[src/rtl/core/amcb_pkg.sv]
package amcb_pkg;

  // Default vertex capacity of the adjacency store
  localparam int MAX_VERTICES_DEF = 64;

  // Field widths fixed by the request and result formats
  localparam int VIDX_W  = 6;
  localparam int VCNT_W  = 7;
  localparam int TOTAL_W = 12;

  localparam logic [VCNT_W-1:0] VCOUNT_RESET = 7'd64;

  // Action codes
  localparam logic [1:0] ACT_INSERT = 2'd0;
  localparam logic [1:0] ACT_REMOVE = 2'd1;
  localparam logic [1:0] ACT_QUERY  = 2'd2;
  localparam logic [1:0] ACT_CHECK  = 2'd3;

  typedef struct packed {
    logic [1:0]        action;
    logic [VIDX_W-1:0] src_vertex;
    logic [VIDX_W-1:0] dst_vertex;
    logic              attacks;
  } in_req_t;

  typedef struct packed {
    logic               edge_was_present;
    logic [TOTAL_W-1:0] edge_total;
    logic               is_bipartite;
    logic               bad_index;
  } out_rsp_t;

  // Sequencer -> coloring unit
  typedef struct packed {
    logic start;   // clear coloring state
    logic pick;    // take next vertex to expand
    logic expand;  // fold neighbor row into coloring
  } color_ctrl_t;

  // Coloring unit -> sequencer
  typedef struct packed {
    logic any;       // a vertex is left to expand or to seed
    logic conflict;  // same-colored neighbor in the row being expanded
  } color_stat_t;

endpackage

[src/rtl/core/amcb_color_unit.sv]
module amcb_color_unit #(
  parameter int MAX_VERTICES = amcb_pkg::MAX_VERTICES_DEF
) (
  input  logic                            clk,
  input  logic                            rst_n,
  input  amcb_pkg::color_ctrl_t           ctrl,
  input  logic [MAX_VERTICES-1:0]         nmask,
  input  logic [MAX_VERTICES-1:0]         nbr,
  output amcb_pkg::color_stat_t           stat,
  output logic [$clog2(MAX_VERTICES)-1:0] cur
);

  localparam int AW = $clog2(MAX_VERTICES);

  logic [MAX_VERTICES-1:0] colored_r, colored_nxt;
  logic [MAX_VERTICES-1:0] cval_r, cval_nxt;
  logic [MAX_VERTICES-1:0] pending_r, pending_nxt;
  logic                    ccur_r, ccur_nxt;
  logic [MAX_VERTICES-1:0] sel;
  logic [MAX_VERTICES-1:0] newv;
  logic                    from_pending;

  // Expand pending vertices first; otherwise seed the lowest uncolored one
  assign from_pending = |pending_r;
  assign sel          = from_pending ? pending_r : (nmask & ~colored_r);

  always_comb begin
    cur = '0;
    for (int i = MAX_VERTICES - 1; i >= 0; i--) begin
      if (sel[i]) begin
        cur = AW'(i);
      end
    end
  end

  assign newv          = nbr & ~colored_r;
  assign stat.any      = |sel;
  assign stat.conflict = |(nbr & colored_r & ~(cval_r ^ {MAX_VERTICES{ccur_r}}));

  always_comb begin
    colored_nxt = colored_r;
    cval_nxt    = cval_r;
    pending_nxt = pending_r;
    ccur_nxt    = ccur_r;
    priority if (ctrl.start) begin
      colored_nxt = '0;
      pending_nxt = '0;
    end else if (ctrl.pick) begin
      pending_nxt[cur] = 1'b0;
      if (from_pending) begin
        ccur_nxt = cval_r[cur];
      end else begin
        colored_nxt[cur] = 1'b1;
        cval_nxt[cur]    = 1'b0;
        ccur_nxt         = 1'b0;
      end
    end else if (ctrl.expand) begin
      colored_nxt = colored_r | newv;
      pending_nxt = pending_r | newv;
      cval_nxt    = ccur_r ? (cval_r & ~newv) : (cval_r | newv);
    end
  end

  always_ff @(posedge clk) begin
    if (!rst_n) begin
      colored_r <= '0;
      pending_r <= '0;
    end else begin
      colored_r <= colored_nxt;
      pending_r <= pending_nxt;
    end
    cval_r <= cval_nxt;
    ccur_r <= ccur_nxt;
  end

endmodule

[config.mk]
export PLATFORM = sky130hd
export DESIGN_NAME = amcb_color_unit
export DESIGN_NICKNAME = d
export VERILOG_FILES = /design/src/rtl/core/amcb_pkg.sv /design/src/rtl/core/amcb_color_unit.sv
export SDC_FILE = /design/constraint.sdc
export NUM_CORES = 1
export LEC_CHECK = 0
export BUFFER_PORTS_ARGS = -buffer_cell sky130_fd_sc_hd__buf_2
export CELL_PAD_IN_SITES_DETAIL_PLACEMENT = 1
export CELL_PAD_IN_SITES_GLOBAL_PLACEMENT = 1
export CORE_MARGIN = 8
export CORE_UTILIZATION = 40
export CTS_BUF_LIST = sky130_fd_sc_hd__clkbuf_16
export DETAILED_ROUTE_END_ITERATION = 8
export PLACE_DENSITY_LB_ADDON = 0.1
export SYNTH_ARGS = -nofsm -noshare
export SYNTH_HDL_FRONTEND = slang
export SYNTH_SLANG_ARGS = --single-unit
export TNS_END_PERCENT = 30
[constraint.sdc]
create_clock -name clk -period 4.2 [get_ports clk]
set_input_delay 0.21 -clock clk [delete_from_list [all_inputs] [get_ports clk]]
set_output_delay 0.21 -clock clk [all_outputs]
set_load 0.02 [all_outputs]
==> metrics <==
status finished, violations left; failing checks negative setup slack; Worst R2R Start pending_r[18]$_SDFFE_PP0P_; Crit Path Max Fanout 6; DRT Wirelength 74.4 mm; Worst Hold Path EP ccur_r$_SDFFCE_PN0P_; gr ovfl total 0; row count 66; layout cells sized above 1 0.280; crit path kind flip-flop to flip-flop; Critical Path RT 4500 ps; fin. max-slew vios 0; multiplexer share of the synthesized area 0.0191; count leader, synth nor2_1; Clock Latency Late Sink 450 ps; worst path cell trace or4_4, nor4_4, buf_4, nand3_4, o31a_1, o41ai_2, a211oi_2, o41a_1, or3_4, nor3_4, o2bb2a_4, o21a_1, a31oi_1, nor4_1, a31oi_1; Lkg Pwr 6.61 nW; top post-synthesis cells by area dfxtp_1 19%, edfxtp_1 15%, o21ai_0 5.4%; WP buf/inv 1; synthesized-area fraction occupied by adder cells 0; largest net degree at the start of global routing 84; FMAX 225 MHz; Yosys reg bits 193; Vias 16000; synth warn 0; dpl ws -470 ps; minimum clock period 4440 ps; r2r setup slk -240 ps; initial antenna violation count 2; Reg2Reg Capture Point ccur_r$_SDFFCE_PN0P_; Compound-Gate Fraction of Synth Area 0.273; drt pass-1 iters 7; max_cap viols 0; unrepaired setup endpoints after global routing yes; H-tree depth 4; PD cells 484 nW/µm²; antenna-violating nets left 0; Hold Crit Class primary input to flip-flop; worst slew pin tran 1270 ps; Avg WL per Cell 30.1 µm; Placed Area 16000 µm²; Total GRT Usage 0.367; Cells after DPL 2420; slowest cell on the critical path or4_4; Via-to-Cell Ratio 6.46; Final Skew 12.1 ps; root buffer cell clkbuf_16; ys flop type dfxtp_1; Final Cycle Share 1.06; Peak VDD IR 0.282 mV; Cells after Synth 1725; Die ar. 39300 µm²; post-synthesis net count 1858; CTS tree yes; CTS Buffer Depth 2; Fill cells 4028; Worst setup SP type flip-flop; Worst Setup SP pending_r[18]$_SDFFE_PP0P_; critical path's largest stage delay 540 ps; Core Area 32600 µm²; Yosys top cell area share 0.193; xor/xnor cell area share of the yosys netlist 0.0422; first-pass GRT wire length 106 mm; type of destination of the critical path flip-flop; async set or reset register ratio after synthesis 0; Hold Path Origin ctrl[2]; final setup margin -238 ps; worst reg-to-reg path cell count 15; Mean Syn Cell Area 7.69 µm²; Yosys top cell by area dfxtp_1; hold depth 2; Fin. Hold Viols 0; Worst path top cell family by delay compound AO/OA/AOI/OAI gates; Synth Area in Simple Gates 0.272; initial detailed-routing violation count 2010; non-filler cells in the finished layout 2474; largest family of logic cells by synthesized area compound AO/OA/AOI/OAI gates; layout net count 2152; Commonest cells post-synth 186 x nor2_1, 144 x o21ai_0, 128 x dfxtp_1, 110 x nand2_1, 108 x clkbuf_1; setup TNS after final layout -6400 ps; Finish-stage setup viols 101; CP arrival 4740 ps; vias in the first global route 15600; number of synthesized flops with an enable pin 65; Crit path top cell by count a31oi_1; relative slew slack 0.155; Seq/Total Area, Yosys 0.340; Initial Util 0.407; chip height 198 µm; Num CTS Buffers 17; I/O pins 141; clock transition at the registers of the reported paths 80 ps; clock sinks 193; dpl hpwl 57.6 mm; Area growth syn-to-layout 32.0%; Die Width 198 µm; Ant. Diodes 0; final core occ 0.537; # port buffers 140; DRC 0; Final Instance Area 17500 µm²; Post-Syn Area 13300 µm²; Cell variety after synth 79; GP Congestion 0.988
==> power breakdown <==
part	internal [mW]	switching, mW
registers	2.04	0.151
clock network	0.815	0.842
logic	2.00	2.63
total	4.85	3.62
==> per-stage QoR <==
stage / hold slack, ps / power, mW
2_1_floorplan: 399 / 4.07
3_3_place_gp: 491 / 5.84
3_5_place_dp: 503 / 5.89
4_1_cts: 220 / 7.88
5_1_grt: 242 / 8.68
6_report: 246 / 8.47
==> cells in the final DEF, fill, tap and decap left out, types with 6 or more instances in the layout <==
| cell type | n |
|---|---|
| a21oi_1 | 79 |
| mux2i_1 | 12 |
| o21ai_2 | 7 |
| inv_1 | 27 |
| or2_2 | 10 |
| o21a_1 | 68 |
| nor2b_1 | 93 |
| o21ai_0 | 65 |
| o211ai_1 | 68 |
| mux2i_4 | 6 |
| a311oi_1 | 8 |
| nand4_1 | 27 |
| nor2_1 | 163 |
| xnor2_1 | 64 |
| nand2_1 | 105 |
| buf_8 | 6 |
| nand2b_1 | 49 |
| nor2_2 | 14 |
| edfxtp_1 | 65 |
| clkbuf_16 | 18 |
| inv_6 | 6 |
| a211oi_1 | 7 |
| or3_1 | 7 |
| nand3_1 | 79 |
| o31ai_1 | 10 |
| nor4_1 | 24 |
| and2_1 | 6 |
| a31oi_1 | 79 |
| buf_6 | 31 |
| nor3_1 | 86 |
| buf_12 | 18 |
| o22ai_1 | 7 |
| nor2_4 | 11 |
| o21ai_1 | 74 |
| buf_4 | 220 |
| dfxtp_1 | 126 |
| buf_2 | 138 |
==> layer usage <==
metal / track usage / share of wire / vias to the layer above
met2: 0.542 / 0.42 / 927
met5: 0 / 0 / -
met4: 0.118 / 0.033 / 0
met3: 0.105 / 0.12 / 122
li1: - / - / 6941
met1: 0.507 / 0.42 / 7981
==> kinds of logic after synthesis <==
family          count (synthesis)
buf+inv                       168
simple gates                  718
xor+xnor                       64
flops                         193
mux                            25
compound gates                557
==> worst max-delay path by stage <==
| stage | endpoint | slack, ps | cells past startpoint |
|---|---|---|---|
| floorplan | flip-flop | 8 | 17 |
| global placement | flip-flop | -480 | 17 |
| detailed placement | colored_r[8]$_SDFFE_PP0P_ | -470 | 17 |
| CTS | ccur_r$_SDFFCE_PN0P_ | -220 | 14 |
| global route | ccur_r$_SDFFCE_PN0P_ | -380 | 18 |
| finish | ccur_r$_SDFFCE_PN0P_ | -240 | 15 |
==> layout make-up <==
cell class                 count  area [µm²]  area share
clock inverter                14         118     0.00672
inverter                      29         111     0.00636
clock buffer                  18         450      0.0257
multi-input combinational   1364        8590       0.491
timing repair buffer         414        3170       0.181
sequential                   193        4520       0.258
tap                          442         553      0.0316
==> timing repair <==
item,4_1_cts,5_1_grt
pin swaps,16,65
cloned,1,0
hold buffers,0,0
setup buffers,9,14
setup endpoints to repair,193,194
gates resized for setup,96,155
No activity file was read; power rests on OpenSTA's default activity.
